[src/rtl/dscp_pkg.sv]
// Shared constants and types of the dual sine correlation peak block.
package dscp_pkg;

   localparam int MAX_SAMPLES_DEF  = 1024;
   localparam int SINE_ENTRIES_DEF = 256;
   localparam int SAMPLE_BITS_DEF  = 12;

   localparam int PHASE_W = 16;
   localparam int STEP_W  = 15;
   localparam int SINE_W  = 16;
   localparam int PEAK_W  = 40;
   localparam int COUNT_W = 11;

   localparam logic [STEP_W-1:0] STEP_RESET = 15'd6554;

   // Flags that travel down the multiply-accumulate pipeline with each term.
   typedef struct packed {
      logic valid;
      logic first_term;
      logic last_term;
      logic first_lag;
      logic last_lag;
   } tag_type;

   // Sequencer status seen by the top level.
   typedef struct packed {
      logic filling;
      logic draining;
   } status_type;

endpackage

[src/rtl/dscp_sine_rom.sv]
// Q15 sine table (Bhaskara approximation) with a registered read.
module dscp_sine_rom #(
   parameter int SINE_ENTRIES = dscp_pkg::SINE_ENTRIES_DEF
) (
   input  logic                                 clock,
   input  logic [$clog2(SINE_ENTRIES)-1:0]      idx,
   output logic signed [dscp_pkg::SINE_W-1:0]   sine
);
   import dscp_pkg::*;

   localparam int IDX_W = $clog2(SINE_ENTRIES);

   logic signed [SINE_W-1:0] rom [2**IDX_W];
   logic signed [SINE_W-1:0] sine_ff;

   for (genvar j = 0; j < 2**IDX_W; j++) begin : g_entry
      if (j < SINE_ENTRIES) begin : g_used
         localparam longint A   = (longint'(j) * 65536) / SINE_ENTRIES;
         localparam longint P   = A % 32768;
         localparam longint Q   = P * (32768 - P);
         localparam longint DEN = longint'(5) * longint'(1073741824) - 4 * Q;
         localparam longint MAG = (16 * Q * 32767) / DEN;
         localparam longint VAL = (A >= 32768) ? -MAG : MAG;
         assign rom[j] = SINE_W'(VAL);
      end else begin : g_unused
         assign rom[j] = '0;
      end
   end

   always_ff @(posedge clock) begin
      sine_ff <= rom[idx];
   end

   assign sine = sine_ff;
endmodule

[config.mk]
export PLATFORM = sky130hd
export DESIGN_NAME = dscp_sine_rom
export DESIGN_NICKNAME = d
export VERILOG_FILES = /design/src/rtl/dscp_pkg.sv /design/src/rtl/dscp_sine_rom.sv
export SDC_FILE = /design/constraint.sdc
export NUM_CORES = 1
export LEC_CHECK = 0
export BUFFER_PORTS_ARGS = -buffer_cell sky130_fd_sc_hd__buf_2
export CORE_MARGIN = 5
export CORE_UTILIZATION = 40
export DETAILED_ROUTE_END_ITERATION = 12
export PLACE_DENSITY = 0.67
export SLEW_MARGIN = 20
export SYNTH_ARGS = -nofsm -noshare
export SYNTH_HDL_FRONTEND = slang
export SYNTH_SLANG_ARGS = --single-unit
export TNS_END_PERCENT = 1
[constraint.sdc]
create_clock -name clock -period 2.1 [get_ports clock]
set_input_delay 0.21 -clock clock [delete_from_list [all_inputs] [get_ports clock]]
set_output_delay 0.21 -clock clock [all_outputs]
set_load 0.02 [all_outputs]
==> impl_metrics.json <==
{
  "outcome": "complete, no violations",
  "portBuffers": 24,
  "crit_top_cell": "buf_4",
  "cp-start-kind": "input port",
  "synth_area_leaders": "o21ai_0 (7.4%), a21oi_1 (6.9%), dfxtp_1 (6.4%), nand2_1 (5.1%), ha_1 (5.0%)",
  "syn_area_um2": 5000,
  "cts_hold_buf": 0,
  "crit_path_end_kind": "register",
  "layout.nets": 996,
  "synthFlopType": "dfxtp_1",
  "grt_pass1_vias": 7319,
  "grt_antenna_before_repair": 0,
  "hold_viol_final": 0,
  "path_buf_inv": 4,
  "grt_pass1_wl_um": 47000,
  "crit_required_ns": 2.23,
  "cts_buffers": 3,
  "critical_path.cell_chain": "buf_2, clkinvlp_4, ha_1, buf_4, nor2_1, buf_4, o21ai_0, o311ai_0, o211ai_1, a31oi_1",
  "routed-via-count": 7821,
  "drc": 0,
  "irDropWorstVdd_uv": 258,
  "grtUsageTotal_pct": 42.3,
  "async_flop_share_pct": 0,
  "dpl.hpwl_um": 25100,
  "worstHoldPathType": "in -> reg",
  "cts_max_level": 1,
  "synth_edf_count": 0,
  "largest_reg_flops": 16,
  "slew_headroom_pct": 57.1,
  "ys_ff_latch": 16,
  "cp_data_arrival_time_ns": 2.22,
  "slowest_stage": "ha_1",
  "tightest_slew_ns": 0.635,
  "area_delta_synth_final_pct": 40.9,
  "yosysMostFrequentCell": "o21ai_0",
  "netlist_top_cells_count": "o21ai_0 (74), a21oi_1 (69), nand2_1 (68), nor2_1 (62), buf_2 (38)",
  "rows": 40,
  "seq_power_share_pct": 13.5,
  "clk_path_buf_depth": 2,
  "swShare_pct": 47.9,
  "cts_tree": "done",
  "io_pins": 25,
  "powerDensity_nw_per_um2": 378,
  "gr-total-overflow": 0,
  "dr.pass1.iters": 6,
  "drv_slew": 0,
  "pwr-share-comb_pct": 69.6,
  "cpPeakStageDelay_ns": 0.40,
  "fp.dieW_um": 122,
  "path_clk_slew_ns": 0.05,
  "drt_iter0_drc": 1639,
  "rsz0062_at_grt": "yes",
  "max-cap-violations": 0,
  "p_int_uw": 1390,
  "wl_per_cell_um": 28.1,
  "finalCriticalPeriod_ns": 2.09,
  "finalPower_uw": 2660,
  "dp_cells": 1128,
  "max_freq_mhz": 478,
  "crit_path_max_fanout": 7,
  "placed_cell_area_um2": 6880,
  "crit_type": "in -> reg",
  "switching_power_uw": 1270,
  "min_period_over_period_pct": 99.6,
  "antenna-diode-count": 0,
  "gp_routability_congestion": 1.12,
  "drt.antenna.violating_nets": 0,
  "synth.net_count": 803,
  "die_area_um2": 14800,
  "post_route_cells_drive_above_1_share_pct": 33.4,
  "stdcell_area_um2": 7050,
  "setup_viol": 0,
  "ys_types": 72,
  "critPathTopFamily": "compound AO/OA/AOI/OAI gates",
  "ys_seq_area_share_pct": 6.40,
  "p_leak_uw": 0.00292,
  "synth_warnings": 0,
  "stdcell_count": 1134,
  "synthCells": 774,
  "grt_max_degree": 54,
  "avgSynthCellArea_um2": 6.46,
  "fin_util_pct": 58.0,
  "clockRootBuffer": "clkbuf_16",
  "synth_top_area_share_pct": 7.40,
  "core-area_um2": 12200,
  "clock_power_share_pct": 16.9,
  "clock-sinks": 16,
  "vias_per_cell": 6.90,
  "synth.largest_area_cell": "o21ai_0",
  "start_util_pct": 41.1,
  "dieHeight_um": 122,
  "drt-total-wl_um": 31900
}
## layer usage
metal / wire [µm] / up-vias / global-route usage, %
li1: - / 3355 / -
met3: 5170 / 169 / 14.9
met5: 46 / - / 0
met1: 11800 / 3540 / 56.5
met2: 12600 / 755 / 60.2
met4: 2230 / 2 / 20.7
## layout by cell type, fill, tap and decap left out, types with 12 or more instances in the layout
cell	instances
dfxtp_1	16
a311oi_1	12
nand3_1	27
a21oi_1	69
ha_1	16
buf_12	12
o221ai_1	13
nand2b_1	35
o21ai_0	71
nor2b_1	23
o211ai_1	25
a211oi_1	15
nor3_1	24
a31oi_1	31
buf_4	244
nand2_1	66
buf_2	21
nor2_1	62
## per-stage QoR
| stage | setup WS (ns) | setup TNS, ns | hold slack (ns) |
|---|---|---|---|
| floorplan | -0.0151 | -0.0242 | 0.549 |
| global placement | -0.320 | -2.68 | 0.541 |
| detailed placement | -0.278 | -2.46 | 0.540 |
| CTS | 0.0223 | 0 | 0.280 |
| global route | -0.0468 | -0.152 | 0.289 |
| finish | 0.00772 | 0 | 0.306 |
## power groups by stage
stage / Combinational [µW] / Clock (µW) / Sequential, µW
floorplan: 843 / 0 / 422
global placement: 1750 / 0 / 367
detailed placement: 1730 / 0 / 367
CTS: 1740 / 449 / 360
global route: 1920 / 455 / 364
finish: 1850 / 449 / 360
## final timing paths
kind,to,depth (start not counted),slack [ns],startpoint
min,sine[0],2,0.31,idx[6]
max,sine[6],10,0.008,idx[0]
## final cells by class
cell class / instances / area, µm²
multi-input combinational: 657 / 4200
inverter: 12 / 52.6
sequential: 16 / 320
clock buffer: 4 / 88.8
tap: 168 / 210
timing repair buffer: 277 / 2180
fill: 1253 / 5110
## kinds of logic (layout without fill, tap and decap cells)
family / count (synthesis) / after routing / share of synthesized area, %
DFF: 16 / 16 / 6.40
and+or+nand+nor: 287 / 287 / 28.6
buffers and inverters: 101 / 293 / 11.5
adders and majority gates: 20 / 20 / 5.00
muxes: 6 / 6 / 2.20
AOI/OAI and AO/OA: 343 / 343 / 46.1
xor gates and xnor gates: 1 / 1 / 0.175
## timing repair
item                                    4_1_cts  5_1_grt
gates cloned                                  0        0
pin swaps                                     0        3
endpoints found under the setup margin        1       11
setup buffers                                 0        2
resized for setup                             1       20
Power figures use the tool's default switching activity.
