<file path="config.mk">
export PLATFORM = sky130hd
export DESIGN_NAME = dscp_mac
export DESIGN_NICKNAME = d
export VERILOG_FILES = /design/src/rtl/dscp_pkg.sv /design/src/rtl/dscp_mac.sv
export SDC_FILE = /design/constraint.sdc
export NUM_CORES = 2
export LEC_CHECK = 0
export BUFFER_PORTS_ARGS = -buffer_cell sky130_fd_sc_hd__buf_2
export CAP_MARGIN = 10
export CORE_UTILIZATION = 56
export DETAILED_ROUTE_END_ITERATION = 16
export PLACE_DENSITY = 0.74
export SYNTH_ARGS = -nofsm -noshare
export SYNTH_HDL_FRONTEND = slang
export SYNTH_SLANG_ARGS = --single-unit
</file>
<file path="constraint.sdc">
create_clock -name clock -period 6.8 [get_ports clock]
set_input_delay 0 -clock clock [delete_from_list [all_inputs] [get_ports clock]]
set_output_delay 0 -clock clock [all_outputs]
set_load 0.005 [all_outputs]
</file>
<file path="src/rtl/dscp_pkg.sv">
// Shared constants and types of the dual sine correlation peak block.
package dscp_pkg;

   localparam int MAX_SAMPLES_DEF  = 1024;
   localparam int SINE_ENTRIES_DEF = 256;
   localparam int SAMPLE_BITS_DEF  = 12;

   localparam int PHASE_W = 16;
   localparam int STEP_W  = 15;
   localparam int SINE_W  = 16;
   localparam int PEAK_W  = 40;
   localparam int COUNT_W = 11;

   localparam logic [STEP_W-1:0] STEP_RESET = 15'd6554;

   // Flags that travel down the multiply-accumulate pipeline with each term.
   typedef struct packed {
      logic valid;
      logic first_term;
      logic last_term;
      logic first_lag;
      logic last_lag;
   } tag_type;

   // Sequencer status seen by the top level.
   typedef struct packed {
      logic filling;
      logic draining;
   } status_type;

endpackage

</file>
<file path="src/rtl/dscp_mac.sv">
// Two-channel multiply-accumulate pipeline with running maximum and saturation.
module dscp_mac #(
   parameter int MAX_SAMPLES = dscp_pkg::MAX_SAMPLES_DEF,
   parameter int SAMPLE_BITS = dscp_pkg::SAMPLE_BITS_DEF
) (
   input  logic                                 clock,
   input  logic                                 reset,
   input  dscp_pkg::tag_type                    tag_s1,
   input  logic [2*SAMPLE_BITS-1:0]             rdata,
   input  logic signed [dscp_pkg::SINE_W-1:0]   sine,
   output logic signed [dscp_pkg::PEAK_W-1:0]   peak_a,
   output logic signed [dscp_pkg::PEAK_W-1:0]   peak_b,
   output logic                                 done
);
   import dscp_pkg::*;

   localparam int PROD_W = SAMPLE_BITS + 1 + SINE_W;
   localparam int RAW_W  = PROD_W + $clog2(MAX_SAMPLES) + 1;
   localparam int ACC_W  = (RAW_W > PEAK_W) ? RAW_W : PEAK_W + 1;

   tag_type tag_s2_ff, tag_s3_ff, tag_s4_ff;
   logic    done_ff;

   logic signed [SAMPLE_BITS:0]  smp_a_ff, smp_b_ff;
   logic signed [PROD_W-1:0]     prod_a_in, prod_b_in;
   logic signed [PROD_W-1:0]     prod_a_ff, prod_b_ff;
   logic signed [ACC_W-1:0]      ext_a, ext_b;
   logic signed [ACC_W-1:0]      acc_a_ff, acc_b_ff, acc_a_in, acc_b_in;
   logic signed [ACC_W-1:0]      best_a_ff, best_b_ff;

   assign prod_a_in = smp_a_ff * sine;
   assign prod_b_in = smp_b_ff * sine;

   assign ext_a = {{(ACC_W-PROD_W){prod_a_ff[PROD_W-1]}}, prod_a_ff};
   assign ext_b = {{(ACC_W-PROD_W){prod_b_ff[PROD_W-1]}}, prod_b_ff};

   assign acc_a_in = tag_s3_ff.first_term ? ext_a : acc_a_ff + ext_a;
   assign acc_b_in = tag_s3_ff.first_term ? ext_b : acc_b_ff + ext_b;

   always_ff @(posedge clock) begin
      if (reset) begin
         tag_s2_ff <= '0;
         tag_s3_ff <= '0;
         tag_s4_ff <= '0;
         done_ff   <= 1'b0;
      end else begin
         tag_s2_ff <= tag_s1;
         tag_s3_ff <= tag_s2_ff;
         tag_s4_ff <= tag_s3_ff;
         done_ff   <= tag_s4_ff.valid & tag_s4_ff.last_lag;
      end
   end

   always_ff @(posedge clock) begin
      smp_a_ff  <= {1'b0, rdata[2*SAMPLE_BITS-1:SAMPLE_BITS]};
      smp_b_ff  <= {1'b0, rdata[SAMPLE_BITS-1:0]};
      prod_a_ff <= prod_a_in;
      prod_b_ff <= prod_b_in;
      if (tag_s3_ff.valid) begin
         acc_a_ff <= acc_a_in;
         acc_b_ff <= acc_b_in;
      end
      if (tag_s4_ff.valid && tag_s4_ff.last_term) begin
         if (tag_s4_ff.first_lag || acc_a_ff > best_a_ff) begin
            best_a_ff <= acc_a_ff;
         end
         if (tag_s4_ff.first_lag || acc_b_ff > best_b_ff) begin
            best_b_ff <= acc_b_ff;
         end
      end
   end

   // Clamp to the 40-bit signed range when the upper bits are not a sign run.
   always_comb begin
      if (&best_a_ff[ACC_W-1:PEAK_W-1] || ~|best_a_ff[ACC_W-1:PEAK_W-1]) begin
         peak_a = best_a_ff[PEAK_W-1:0];
      end else begin
         peak_a = best_a_ff[ACC_W-1] ? {1'b1, {(PEAK_W-1){1'b0}}} : {1'b0, {(PEAK_W-1){1'b1}}};
      end
      if (&best_b_ff[ACC_W-1:PEAK_W-1] || ~|best_b_ff[ACC_W-1:PEAK_W-1]) begin
         peak_b = best_b_ff[PEAK_W-1:0];
      end else begin
         peak_b = best_b_ff[ACC_W-1] ? {1'b1, {(PEAK_W-1){1'b0}}} : {1'b0, {(PEAK_W-1){1'b1}}};
      end
   end

   assign done = done_ff;
endmodule

</file>
==> impl_metrics.json <==
{
  "outcome": "complete, no violations",
  "syn_area_per_cell_sq_um": 9.35,
  "intPower_mw": 8.30,
  "routedWlPerCell_microns": 16.7,
  "viasPerCell": 5.50,
  "grt_max_degree": 138,
  "slew_viol_final": 0,
  "fp.coreArea_sq_um": 51300,
  "synth-edff-count": 164,
  "clk_latency_ns": 0.59,
  "drt_iter0_markers": 1447,
  "p_leak_nw": 15.4,
  "area_delta_synth_final_pct": 9.14,
  "finClkSkew_ns": 0.0147,
  "die_h_microns": 230,
  "crit_family": "adder cells",
  "syn_nets": 3809,
  "setup_tns_ns": 0,
  "met2_usage": 0.427,
  "synthCells": 3104,
  "min_period_over_period": 0.895,
  "clk_path_buf_depth": 3,
  "die_w_microns": 230,
  "htree_levels": 1,
  "cp_num_buf_inv": 3,
  "final_layout_size_suffix_gt1_frac": 0.0678,
  "hp-class": "in2reg",
  "cp-start-kind": "flip-flop",
  "worst_pin_slew_ns": 1.26,
  "layout.nets": 3908,
  "r2r-start": "smp_b_ff[7]",
  "grt_pass1_wl_microns": 109000,
  "finalHoldViolCount": 0,
  "cts_root_buffer": "clkbuf_16",
  "async_reset_ff_frac": 0,
  "port_buffers": 127,
  "grt_busiest_layer": "met2",
  "rrSetupSlack_ns": 0.71,
  "wl_microns": 65200,
  "worstSetupPathType": "reg2reg",
  "yosys_warnings": 0,
  "initial_core_util": 0.566,
  "critPathSlowestCell": "dfxtp_1",
  "p_seq_frac": 0.168,
  "vias": 21500,
  "finalPower_mw": 15.6,
  "nFillCells": 4342,
  "combinationalPowerShare": 0.720,
  "syn-cell-area_sq_um": 29000,
  "path_cells": "nand2_1, fa_1, inv_1, fa_1, fa_1, fa_1, inv_1, fa_1, inv_1, ha_1, a21o_1, a21o_1, a2111oi_2, o21ai_1, a2111oi_2, nor3_1, o211ai_1, or3b_1",
  "use_met1": 0.339,
  "slew_headroom": 0.163,
  "antenna_found_initial": 3,
  "rsz0062_at_grt": "false",
  "cts_tree": "done",
  "vdd_drop_max_mv": 0.428,
  "holdPathEnd": "smp_a_ff[3]",
  "grt_pass1_vias": 22400,
  "reg2reg_depth": 18,
  "p_sw_mw": 7.35,
  "route.detailed.drc": 0,
  "final_core_util": 0.618,
  "p_sw_frac": 0.469,
  "synth-seq-cells": 261,
  "cp_slowest_stage_delay_ns": 0.70,
  "r2r-end": "prod_b_ff[28]",
  "cts_setup_buffers": 0,
  "ys.flop_type": "edfxtp_1",
  "clk_pin_slew_ns": 0.06,
  "synth-seq-area-share": 0.236,
  "period_minus_slack_ns": 6.09,
  "ant_nets": 0,
  "hold_depth": 2,
  "dpl.hpwl_microns": 51200,
  "cp_max_fo": 16,
  "worstSetupEndpointType": "flip-flop",
  "rows": 83,
  "cts_resized": 0,
  "required_ns": 7.25,
  "gp_congestion": 0.922,
  "fmax_mhz": 164,
  "p_clk_frac": 0.113,
  "globalRouteMet3Util": 0.0382,
  "grtUsageTotal": 0.254,
  "p_per_area_nw_per_um2": 494,
  "numClockSinks": 261,
  "cts_buffers": 31,
  "hold_ws_ns": 0.0508,
  "firstDrtPassIters": 6,
  "grt-ovfl-total": 0,
  "setup_viol": 0,
  "crit_top_cell": "fa_1",
  "synth.lib_cells_used.distinct": 80,
  "die_area_sq_um": 52800,
  "hp-start": "rdata[15]",
  "worstPathArrival_ns": 6.54,
  "drv_cap": 0,
  "boundaryPins": 128
}
synth_stat cells (all sizes together) (5+ instances only):
master	n	area [sq um]
nor4	6	43.8
o21bai	12	90.1
ha	300	3750
inv	618	2320
fa	358	7170
o21a	19	143
a41oi	5	43.8
edfxtp	164	4920
o21ai	145	733
a2111oi	10	106
xnor2	76	666
or2	6	37.5
nand2b	14	87.6
or3	5	31.3
a31oi	12	75.1
nand2	316	1190
o211ai	8	65.1
a21oi	194	971
buf	6	25.0
nand3	18	90.1
o31ai	12	90.1
a311o	5	50.1
o31a	5	45.0
a21boi	5	37.5
nand4	33	213
xor2	45	394
nor2b	33	206
and4	5	43.8
a221oi	5	43.8
nor3	16	80.1
a21o	107	803
clkbuf	102	383
and2	189	1180
nor2	73	274
a211oi	15	130
and3	9	56.3
dfxtp	97	1940
worst reg2reg max path: stages (launching register included):
cell	delay [ns]
dfxtp_1	0.70
nand2_1	0.16
fa_1	0.55
inv_1	0.05
fa_1	0.54
fa_1	0.43
fa_1	0.49
inv_1	0.05
fa_1	0.47
inv_1	0.04
ha_1	0.34
a21o_1	0.19
a21o_1	0.18
a2111oi_2	0.39
o21ai_1	0.16
a2111oi_2	0.49
nor3_1	0.16
o211ai_1	0.18
or3b_1	0.37
power groups by stage:
stage	combinational, mW	sequential (mW)	clock, mW
5_1_grt	12.8	2.65	1.86
2_1_floorplan	8.92	2.48	0
4_1_cts	11.2	2.61	1.80
6_report	11.3	2.63	1.76
3_3_place_gp	10.7	2.63	0
3_5_place_dp	11.1	2.64	0
cells by family after synthesis:
kind of cell / count (synthesis) / synth area share
mux: 7 / 0.00254
compound gates: 594 / 0.129
xor+xnor: 121 / 0.0365
simple gates: 736 / 0.125
fa+ha+maj: 658 / 0.376
flops: 261 / 0.236
buf+inv: 727 / 0.0941
cells in the final DEF (no fill, tap or decap), drive strengths merged, types with 6 or more instances in the layout:
| cell | synthesis | routed |
|---|---|---|
| inv | 618 | 621 |
| fa | 358 | 358 |
| nand2 | 316 | 316 |
| ha | 300 | 300 |
| a21oi | 194 | 194 |
| and2 | 189 | 189 |
| edfxtp | 164 | 164 |
| o21ai | 145 | 145 |
| buf | 6 | 138 |
| a21o | 107 | 107 |
| dfxtp | 97 | 97 |
| xnor2 | 76 | 76 |
| nor2 | 73 | 73 |
| xor2 | 45 | 45 |
| clkbuf | 102 | 43 |
| dlygate4sd3 | 0 | 36 |
| nor2b | 33 | 33 |
| nand4 | 33 | 33 |
| o21a | 19 | 19 |
| nand3 | 18 | 18 |
| nor3 | 16 | 16 |
| a211oi | 15 | 15 |
| nand2b | 14 | 14 |
| o21bai | 12 | 12 |
| o31ai | 12 | 12 |
| a31oi | 12 | 12 |
| a2111oi | 10 | 10 |
| and3 | 9 | 9 |
| clkinv | 1 | 9 |
| o211ai | 8 | 8 |
| or2 | 6 | 6 |
| nor4 | 6 | 6 |
what timing repair did:
action	4_1_cts	5_1_grt
hold buffers	36	0
hold endpoints to repair	41	0
setup endpoints to repair	0	0
through the flow:
stage,worst slack [ns],instances,cell area [sq um]
after floorplan,1.16,3104,29000
after global placement,0.879,3813,30200
after detailed placement,0.734,3813,30200
after CTS,0.707,3907,31700
after global routing,0.348,3909,31700
final,0.713,3910,31700
worst max path at each step:
stage / startpoint / endpoint / slack [ns] / cells past startpoint
floorplan: smp_b_ff[7] / prod_b_ff[28] / 1.16 / 19
global placement: smp_b_ff[7] / prod_b_ff[28] / 0.88 / 18
detailed placement: smp_b_ff[7] / prod_b_ff[28] / 0.73 / 18
CTS: smp_b_ff[2] / prod_b_ff[28] / 0.71 / 17
global route: smp_b_ff[7] / prod_b_ff[28] / 0.35 / 18
finish: smp_b_ff[7] / prod_b_ff[28] / 0.71 / 18
flip-flops by register name (all words and copies together) (netlist names):
| signal | cells |
|---|---|
| acc_a_ff | 41 |
| best_b_ff | 41 |
| done | 1 |
| acc_b_ff | 41 |
| smp_a_ff | 12 |
| tag_s4_ff | 4 |
| tag_s2_ff | 5 |
| prod_a_ff | 29 |
| prod_b_ff | 29 |
| smp_b_ff | 12 |
| tag_s3_ff | 5 |
| best_a_ff | 41 |
area by class of cell:
cell class,count,area [sq um],area share
inverters,619,2320,0.0733
repair buffers,174,1100,0.0347
clock buffers,43,897,0.0283
well taps,680,851,0.0268
flip-flops and latches,261,6870,0.217
clock inverters,15,186,0.00588
multi-input cells,2116,19500,0.614
diodes,2,5.00,0.000158
layer usage:
metal,up-vias,routed length [microns]
met3,116,4020
met1,10500,28500
met2,609,30900
li1,10300,-
met4,2,1730
met5,-,15
Note: power is estimated with default switching activity, not from simulation.
