===== src/rtl/dscp_pkg.sv =====
// Shared constants and types of the dual sine correlation peak block.
package dscp_pkg;

   localparam int MAX_SAMPLES_DEF  = 1024;
   localparam int SINE_ENTRIES_DEF = 256;
   localparam int SAMPLE_BITS_DEF  = 12;

   localparam int PHASE_W = 16;
   localparam int STEP_W  = 15;
   localparam int SINE_W  = 16;
   localparam int PEAK_W  = 40;
   localparam int COUNT_W = 11;

   localparam logic [STEP_W-1:0] STEP_RESET = 15'd6554;

   // Flags that travel down the multiply-accumulate pipeline with each term.
   typedef struct packed {
      logic valid;
      logic first_term;
      logic last_term;
      logic first_lag;
      logic last_lag;
   } tag_type;

   // Sequencer status seen by the top level.
   typedef struct packed {
      logic filling;
      logic draining;
   } status_type;

endpackage


===== src/rtl/dscp_ifs.sv =====
// Channel interfaces: sample pairs in, correlation peaks out, phase step register.
interface dscp_req_if #(parameter int SAMPLE_BITS = dscp_pkg::SAMPLE_BITS_DEF);
   logic                   valid;
   logic                   ready;
   logic [SAMPLE_BITS-1:0] sample_a;
   logic [SAMPLE_BITS-1:0] sample_b;
   logic                   last_sample;

   modport source (output valid, sample_a, sample_b, last_sample, input ready);
   modport sink (input valid, sample_a, sample_b, last_sample, output ready);
endinterface

interface dscp_rsp_if;
   logic                                valid;
   logic                                ready;
   logic signed [dscp_pkg::PEAK_W-1:0]  peak_a;
   logic signed [dscp_pkg::PEAK_W-1:0]  peak_b;
   logic [dscp_pkg::COUNT_W-1:0]        window_count;
   logic                                overflowed;

   modport source (output valid, peak_a, peak_b, window_count, overflowed, input ready);
   modport sink (input valid, peak_a, peak_b, window_count, overflowed, output ready);
endinterface

interface dscp_csr_if;
   logic                          valid;
   logic                          ready;
   logic [dscp_pkg::STEP_W-1:0]   phase_step;

   modport source (output valid, phase_step, input ready);
   modport sink (input valid, phase_step, output ready);
endinterface


===== src/rtl/dscp_seq.sv =====
// Window loader, lag and term sequencer, phase accumulator and result register.
module dscp_seq #(
   parameter int MAX_SAMPLES  = dscp_pkg::MAX_SAMPLES_DEF,
   parameter int SINE_ENTRIES = dscp_pkg::SINE_ENTRIES_DEF,
   parameter int SAMPLE_BITS  = dscp_pkg::SAMPLE_BITS_DEF
) (
   input  logic                                  clock,
   input  logic                                  reset,
   dscp_req_if.sink                              req,
   dscp_rsp_if.source                            rsp,
   dscp_csr_if.sink                              csr,
   output logic                                  mem_we,
   output logic [$clog2(MAX_SAMPLES)-1:0]        mem_waddr,
   output logic [2*SAMPLE_BITS-1:0]              mem_wdata,
   output logic                                  mem_re,
   output logic [$clog2(MAX_SAMPLES)-1:0]        mem_raddr,
   output dscp_pkg::tag_type                     tag_s1,
   output logic [$clog2(SINE_ENTRIES)-1:0]       sine_idx,
   input  logic                                  mac_done,
   input  logic signed [dscp_pkg::PEAK_W-1:0]    peak_a,
   input  logic signed [dscp_pkg::PEAK_W-1:0]    peak_b,
   output dscp_pkg::status_type                  status
);
   import dscp_pkg::*;

   localparam int ADDR_W = $clog2(MAX_SAMPLES);
   localparam int CNT_W  = $clog2(MAX_SAMPLES + 1);
   localparam int IDX_W  = $clog2(SINE_ENTRIES);
   localparam int PROD_W = PHASE_W + IDX_W;

   localparam logic [1:0] S_FILL  = 2'd0;
   localparam logic [1:0] S_CALC  = 2'd1;
   localparam logic [1:0] S_DRAIN = 2'd2;

   logic [1:0]          state_ff, state_in;
   logic [CNT_W-1:0]    fill_ff, fill_in;
   logic                ovf_ff, ovf_in;
   logic [CNT_W-1:0]    n_ff, n_in;
   logic                win_ovf_ff, win_ovf_in;
   logic [CNT_W-1:0]    k_ff, k_in;
   logic [CNT_W-1:0]    i_ff, i_in;
   logic [PHASE_W-1:0]  lag_ph_ff, lag_ph_in;
   logic [PHASE_W-1:0]  cur_ph_ff, cur_ph_in;
   logic [STEP_W-1:0]   step_ff, step_in;
   logic                done_seen_ff, done_seen_in;
   tag_type             tag_ff, tag_in;
   logic [IDX_W-1:0]    idx_ff, idx_in;

   logic                      rsp_valid_ff, rsp_valid_in;
   logic signed [PEAK_W-1:0]  rsp_peak_a_ff, rsp_peak_b_ff;
   logic [COUNT_W-1:0]        rsp_count_ff;
   logic                      rsp_ovf_ff;
   logic                      rsp_load;

   logic                req_acc;
   logic                room;
   logic                issue;
   logic [CNT_W-1:0]    n_last;
   logic                i_end;
   logic                k_end;
   logic [PHASE_W-1:0]  step_ext;
   logic [PROD_W-1:0]   ph_prod;

   assign req.ready = (state_ff == S_FILL);
   assign req_acc   = req.valid & req.ready;
   assign room      = (fill_ff < CNT_W'(MAX_SAMPLES));

   assign mem_we    = req_acc & room;
   assign mem_waddr = fill_ff[ADDR_W-1:0];
   assign mem_wdata = {req.sample_a, req.sample_b};

   assign issue     = (state_ff == S_CALC);
   assign mem_re    = issue;
   assign mem_raddr = i_ff[ADDR_W-1:0];

   assign n_last   = CNT_W'(n_ff - 1'b1);
   assign i_end    = (i_ff == n_last);
   assign k_end    = (k_ff == n_last);
   assign step_ext = {1'b0, step_ff};

   // Table index is the top bits of phase times table length.
   assign ph_prod = {{IDX_W{1'b0}}, cur_ph_ff} * PROD_W'(SINE_ENTRIES);
   assign idx_in  = ph_prod[PHASE_W +: IDX_W];

   always_comb begin
      tag_in.valid      = issue;
      tag_in.first_term = (i_ff == '0);
      tag_in.last_term  = i_end;
      tag_in.first_lag  = (k_ff == '0);
      tag_in.last_lag   = i_end & k_end;
   end

   assign csr.ready = 1'b1;
   assign step_in   = csr.valid ? csr.phase_step : step_ff;

   assign rsp_load = (state_ff == S_DRAIN) & done_seen_ff & (~rsp_valid_ff | rsp.ready);

   always_comb begin
      state_in     = state_ff;
      fill_in      = fill_ff;
      ovf_in       = ovf_ff;
      n_in         = n_ff;
      win_ovf_in   = win_ovf_ff;
      k_in         = k_ff;
      i_in         = i_ff;
      lag_ph_in    = lag_ph_ff;
      cur_ph_in    = cur_ph_ff;
      done_seen_in = done_seen_ff;
      rsp_valid_in = rsp_valid_ff & ~rsp.ready;

      case (state_ff)
         S_FILL: begin
            if (req_acc) begin
               if (room) begin
                  fill_in = CNT_W'(fill_ff + 1'b1);
               end else begin
                  ovf_in = 1'b1;
               end
               if (req.last_sample) begin
                  n_in       = room ? CNT_W'(fill_ff + 1'b1) : fill_ff;
                  win_ovf_in = ovf_ff | ~room;
                  fill_in    = '0;
                  ovf_in     = 1'b0;
                  k_in       = '0;
                  i_in       = '0;
                  lag_ph_in  = '0;
                  cur_ph_in  = '0;
                  state_in   = S_CALC;
               end
            end
         end
         S_CALC: begin
            if (i_end) begin
               i_in      = '0;
               k_in      = CNT_W'(k_ff + 1'b1);
               lag_ph_in = lag_ph_ff + step_ext;
               cur_ph_in = lag_ph_ff + step_ext;
               if (k_end) begin
                  done_seen_in = 1'b0;
                  state_in     = S_DRAIN;
               end
            end else begin
               i_in      = CNT_W'(i_ff + 1'b1);
               cur_ph_in = cur_ph_ff + step_ext;
            end
         end
         S_DRAIN: begin
            if (mac_done) begin
               done_seen_in = 1'b1;
            end
            if (rsp_load) begin
               rsp_valid_in = 1'b1;
               state_in     = S_FILL;
            end
         end
         default: begin
            state_in = S_FILL;
         end
      endcase
   end

   always_ff @(posedge clock) begin
      if (reset) begin
         state_ff     <= S_FILL;
         fill_ff      <= '0;
         ovf_ff       <= 1'b0;
         step_ff      <= STEP_RESET;
         done_seen_ff <= 1'b0;
         rsp_valid_ff <= 1'b0;
         tag_ff       <= '0;
      end else begin
         state_ff     <= state_in;
         fill_ff      <= fill_in;
         ovf_ff       <= ovf_in;
         step_ff      <= step_in;
         done_seen_ff <= done_seen_in;
         rsp_valid_ff <= rsp_valid_in;
         tag_ff       <= tag_in;
      end
   end

   always_ff @(posedge clock) begin
      n_ff       <= n_in;
      win_ovf_ff <= win_ovf_in;
      k_ff       <= k_in;
      i_ff       <= i_in;
      lag_ph_ff  <= lag_ph_in;
      cur_ph_ff  <= cur_ph_in;
      idx_ff     <= idx_in;
      if (rsp_load) begin
         rsp_peak_a_ff <= peak_a;
         rsp_peak_b_ff <= peak_b;
         rsp_count_ff  <= COUNT_W'(n_ff);
         rsp_ovf_ff    <= win_ovf_ff;
      end
   end

   assign tag_s1   = tag_ff;
   assign sine_idx = idx_ff;

   assign rsp.valid        = rsp_valid_ff;
   assign rsp.peak_a       = rsp_peak_a_ff;
   assign rsp.peak_b       = rsp_peak_b_ff;
   assign rsp.window_count = rsp_count_ff;
   assign rsp.overflowed   = rsp_ovf_ff;

   always_comb begin
      status.filling  = (state_ff == S_FILL);
      status.draining = (state_ff == S_DRAIN);
   end
endmodule


===== src/flat_wrapper.sv =====
// flat-port wrapper written by rule: the top's interface ports become plain ports
module dscp_seq_flat import dscp_pkg::*;
#(
   parameter int MAX_SAMPLES  = dscp_pkg::MAX_SAMPLES_DEF,
   parameter int SINE_ENTRIES = dscp_pkg::SINE_ENTRIES_DEF,
   parameter int SAMPLE_BITS  = dscp_pkg::SAMPLE_BITS_DEF
)
  (clock, reset, mem_we, mem_waddr, mem_wdata, mem_re, mem_raddr, tag_s1, sine_idx, mac_done, peak_a, peak_b, status, req_valid, req_sample_a, req_sample_b, req_last_sample, req_ready, rsp_valid, rsp_peak_a, rsp_peak_b, rsp_window_count, rsp_overflowed, rsp_ready, csr_valid, csr_phase_step, csr_ready);
  dscp_req_if #(.SAMPLE_BITS(SAMPLE_BITS)) req_i ();
  dscp_rsp_if rsp_i ();
  dscp_csr_if csr_i ();
  input  logic clock;
  input  logic reset;
  output logic mem_we;
  output logic [$clog2(MAX_SAMPLES)-1:0] mem_waddr;
  output logic [2*SAMPLE_BITS-1:0] mem_wdata;
  output logic mem_re;
  output logic [$clog2(MAX_SAMPLES)-1:0] mem_raddr;
  output dscp_pkg::tag_type tag_s1;
  output logic [$clog2(SINE_ENTRIES)-1:0] sine_idx;
  input  logic mac_done;
  input  logic signed [dscp_pkg::PEAK_W-1:0] peak_a;
  input  logic signed [dscp_pkg::PEAK_W-1:0] peak_b;
  output dscp_pkg::status_type status;
  input wire logic [$bits(req_i.valid)-1:0] req_valid;
  input wire logic [$bits(req_i.sample_a)-1:0] req_sample_a;
  input wire logic [$bits(req_i.sample_b)-1:0] req_sample_b;
  input wire logic [$bits(req_i.last_sample)-1:0] req_last_sample;
  output wire logic [$bits(req_i.ready)-1:0] req_ready;
  output wire logic [$bits(rsp_i.valid)-1:0] rsp_valid;
  output wire logic [$bits(rsp_i.peak_a)-1:0] rsp_peak_a;
  output wire logic [$bits(rsp_i.peak_b)-1:0] rsp_peak_b;
  output wire logic [$bits(rsp_i.window_count)-1:0] rsp_window_count;
  output wire logic [$bits(rsp_i.overflowed)-1:0] rsp_overflowed;
  input wire logic [$bits(rsp_i.ready)-1:0] rsp_ready;
  input wire logic [$bits(csr_i.valid)-1:0] csr_valid;
  input wire logic [$bits(csr_i.phase_step)-1:0] csr_phase_step;
  output wire logic [$bits(csr_i.ready)-1:0] csr_ready;
  assign req_i.valid = req_valid;
  assign req_i.sample_a = req_sample_a;
  assign req_i.sample_b = req_sample_b;
  assign req_i.last_sample = req_last_sample;
  assign req_ready = req_i.ready;
  assign rsp_valid = rsp_i.valid;
  assign rsp_peak_a = rsp_i.peak_a;
  assign rsp_peak_b = rsp_i.peak_b;
  assign rsp_window_count = rsp_i.window_count;
  assign rsp_overflowed = rsp_i.overflowed;
  assign rsp_i.ready = rsp_ready;
  assign csr_i.valid = csr_valid;
  assign csr_i.phase_step = csr_phase_step;
  assign csr_ready = csr_i.ready;
  dscp_seq #(.MAX_SAMPLES(MAX_SAMPLES), .SINE_ENTRIES(SINE_ENTRIES), .SAMPLE_BITS(SAMPLE_BITS)) u_core (.clock(clock), .reset(reset), .req(req_i), .rsp(rsp_i), .csr(csr_i), .mem_we(mem_we), .mem_waddr(mem_waddr), .mem_wdata(mem_wdata), .mem_re(mem_re), .mem_raddr(mem_raddr), .tag_s1(tag_s1), .sine_idx(sine_idx), .mac_done(mac_done), .peak_a(peak_a), .peak_b(peak_b), .status(status));
endmodule

===== config.mk =====
export PLATFORM = sky130hd
export DESIGN_NAME = dscp_seq_flat
export DESIGN_NICKNAME = d
export VERILOG_FILES = /design/src/rtl/dscp_pkg.sv /design/src/rtl/dscp_ifs.sv /design/src/rtl/dscp_seq.sv /design/src/flat_wrapper.sv
export SDC_FILE = /design/constraint.sdc
export NUM_CORES = 1
export LEC_CHECK = 0
export ABC_AREA = 1
export BUFFER_PORTS_ARGS = -buffer_cell sky130_fd_sc_hd__buf_2
export CAP_MARGIN = 40
export CORE_ASPECT_RATIO = 2
export CORE_MARGIN = 2
export CORE_UTILIZATION = 50
export DETAILED_ROUTE_END_ITERATION = 16
export GPL_TIMING_DRIVEN = 0
export PLACE_DENSITY = 0.84
export SYNTH_ARGS = -nofsm -noshare
export SYNTH_HDL_FRONTEND = slang
export SYNTH_SLANG_ARGS = --single-unit
export TNS_END_PERCENT = 1

===== constraint.sdc =====
create_clock -name clock -period 9.2 [get_ports clock]
set_clock_uncertainty 0.15 [all_clocks]
set_input_delay 1.84 -clock clock [delete_from_list [all_inputs] [get_ports clock]]
set_output_delay 1.84 -clock clock [all_outputs]
set_load 0.03 [all_outputs]

==> impl_metrics.ini <==
[status]
outcome = completed

[global_routing]
grt_max_degree = 31
grt_pass1_wl_microns = 39520
first_global_vias = 8042
antenna_found_initial = 0
grt_usage_pct = 24.76
globalRoute.totalOverflow = 0

[die]
placeableCoreArea_sq_um = 19280
rows = 72
dieHeight_microns = 201.8
die_width_microns = 102.9
dieArea_sq_um = 20770
io_pins = 282
initial_core_util_pct = 50.76

[critical_path]
cp_top_family = buffers and inverters
crit_type = input pin to primary output
critPathMaxFanout = 10
slowest_delay_ns = 0.37
cp.required_ns = 7.21
crit_buf_inv = 3
crit_chain = buf_2 > nand2_1 > clkbuf_1 > nor2_1 > buf_2
cp-start-kind = input pin
cpMostUsedCell = buf_2
worstPathArrival_ns = 2.80
endpoint_kind = primary output
cp_slowest_cell = clkbuf_1

[synth]
yosysMostFrequentCell = nand2_1
yosysSeqAreaShare_pct = 57.49
synthTopCellsByArea = edfxtp_1 48%, dfxtp_1 9.0%, nand2_1 7.1%, ha_1 4.6%, nor2_1 4.1%
netlist_area_sq_um = 9786
ys_warn_count = 0
synth_commonest_cells = 186 x nand2_1, 158 x edfxtp_1, 108 x nor2_1
async_flop_share_pct = 0
synth_seq_cells = 202
syn_avg_cell_area_sq_um = 9.945
synth-simple-area-share_pct = 19.08
syn-instance-count = 984
synth_top_area_share_pct = 48.48
ys_types = 48
synthMuxAreaShare_pct = 0
synthXorXnorAreaFrac_pct = 3.043
synth_edf_count = 158
synth_area_leader_cell = edfxtp_1
ys_dominant_reg_cell = edfxtp_1
synth_top_family_by_area = simple AND/OR/NAND/NOR gates
synth_fp_nets = 1148
synth_compound_area_share_pct = 7.045
synth_fa_ha_area_share_pct = 5.012

[worst_hold_path]
min_path_type = flop to flop

[cts]
h-tree-depth = 1
cts_root_buf = clkbuf_16
holdBufCountCts = 0
post_cts.repair.setup_buffers = 0
cts_resized = 0
clkSinkCount = 202
path_clk_slew_ns = 0.07
cts_tree = done
numCtsBuffers = 18
clock_latency_ns = 0.48
clockBufferDepth = 3

[final_layout]
postLayoutCellArea_sq_um = 12150
regArea_sq_um = 5625
multi_input_area_sq_um = 3373
fillers = 1641
utilization_pct = 63.01
finalNetCount = 1429
drive_gt1_share_pct = 28.50
syn_to_final_growth_pct = 24.13
antennaDiodeCount = 0

[detailed_routing]
first_pass_iters = 6
routed_wl_microns = 26490
drt_iter0_markers = 365
wire_per_inst_microns = 17.24
drc = 0
antenna_left = 0
via_per_inst = 5.209
vias = 8001

[pwr]
power.internal_mw = 1.764
swShare_pct = 31.17
p_comb_share_pct = 25.2
seqPwrFrac_pct = 44.3
p_leak_nw = 5.485
irDropWorstVdd_mv = 0.1369
p_total_mw = 2.563
power.share.clock_pct = 30.5
power_density_nw_per_um2 = 211.0
p_switching_uw = 799.0

[timing]
hold_viol_final = 0
worst_slew_pin_slew_ns = 0.8270
holdWs_ns = 0.2464
rsz0062_at_grt = false
timing.final.crit_period_ns = 4.790
slew_headroom_pct = 44.86
timing.fmax_mhz = 208.8
slew_violations = 0
setup-violations-final = 0
post-route-period-util_pct = 52.06
setup_tns_ns = 0

[placed_design]
dp_hpwl_microns = 21270
postPlaceCellArea_sq_um = 11530
port_buffers = 255
gp_congestion = 0.9430

[flow_run]
maxCapViolCount = 0
layout by cell type, fill, tap and decap left out, types with 3 or more instances in the layout:
cell and n:
a211oi_1 3, a21o_1 7, a21oi_1 69, buf_2 256
buf_4 47, buf_6 3, bufinv_16 3, clkbuf_1 11
clkbuf_16 19, clkinv_1 4, clkinv_2 3, dfxtp_1 44
edfxtp_1 158, ha_1 36, inv_1 99, inv_2 5
nand2_1 186, nand2_4 3, nand3_1 67, nand4_1 15
nor2_1 108, nor2_2 3, nor2_4 4, nor3_1 17
o21ai_0 28, o21bai_1 3, xnor2_1 12, xor2_1 22
metrics by stage:
step                setup WS [ns]  instances
finish                      4.410       1536
global route                4.333       1536
global placement           0.6344       1498
detailed placement          4.417       1504
CTS                         4.419       1536
floorplan                   2.053        984
power by group through the flow:
stage / registers [mW] / clock network (mW) / logic (mW)
after floorplan: 1.16 / 0 / 0.427
after global placement: 1.16 / 0 / 0.614
after detailed placement: 1.15 / 0 / 0.639
after CTS: 1.14 / 0.794 / 0.644
after global routing: 1.14 / 0.825 / 0.710
final: 1.14 / 0.781 / 0.647
registers in the layout (all words and copies together) (netlist names), 11 cells and up:
register and cells:
u_core.rsp.peak_a 40, u_core.rsp.peak_b 40, u_core.cur_ph_ff 16, u_core.lag_ph_ff 16
u_core.step_ff 15, u_core.fill_ff 11, u_core.i_ff 11, u_core.k_ff 11
u_core.n_ff 11, u_core.rsp.window_count 11
path summary, 6_finish.rpt:
path	slack, ns	endpoint	depth (start not counted)	from
setup reg to reg	5.18	u_core.k_ff[0]$_SDFFCE_PN0P_	15	u_core.n_ff[0]$_DFFE_PP_
setup / recovery	4.41	mem_we	5	req_valid
hold / removal	0.25	u_core.sine_idx[3]$_DFF_P_	0	u_core.cur_ph_ff[11]$_SDFFCE_PN0P_
hold reg to reg	0.25	u_core.sine_idx[3]$_DFF_P_	0	u_core.cur_ph_ff[11]$_SDFFCE_PN0P_
cell type report:
cell class | count | share of cell area [%]
Buffer | 60 | 3.440
Timing Repair Buffer | 261 | 11.51
Clock inverter | 11 | 1.082
Clock buffer | 21 | 3.976
Tap cell | 259 | 2.668
Multi-Input combinational cell | 617 | 27.77
Inverter | 105 | 3.245
Sequential cell | 202 | 46.31
cells by family (layout without fill, tap and decap cells):
group	after synthesis	after routing
and+or+nand+nor	419	419
adders and majority gates	38	38
AOI/OAI and AO/OA	125	125
DFF	202	202
other	1	1
buffers and inverters	165	458
xor gates and xnor gates	34	34
worst register-to-register path, cell delays in order, from the launching register on:
cell      delay [ns]
edfxtp_1        0.54
inv_2           0.23
ha_1            0.31
inv_1           0.08
nand2_1         0.18
nand2_1         0.10
nand2_1         0.09
nand3_1         0.07
nor2_1          0.14
nand3_1         0.08
nor2_1          0.17
nand3_4         0.20
nor2_1          0.42
inv_1           0.16
nand2_1         0.56
buf_16          0.24
routing by layer:
metal | global-route usage (%) | wire, microns | vias up
met5 | 0 | 0 | -
met4 | 13.82 | 1634 | 0
met2 | 49.63 | 14750 | 389
met3 | 3.354 | 1889 | 88
li1 | - | - | 3858
met1 | 21.91 | 8213 | 3666
No activity file was read; power rests on OpenSTA's default activity.
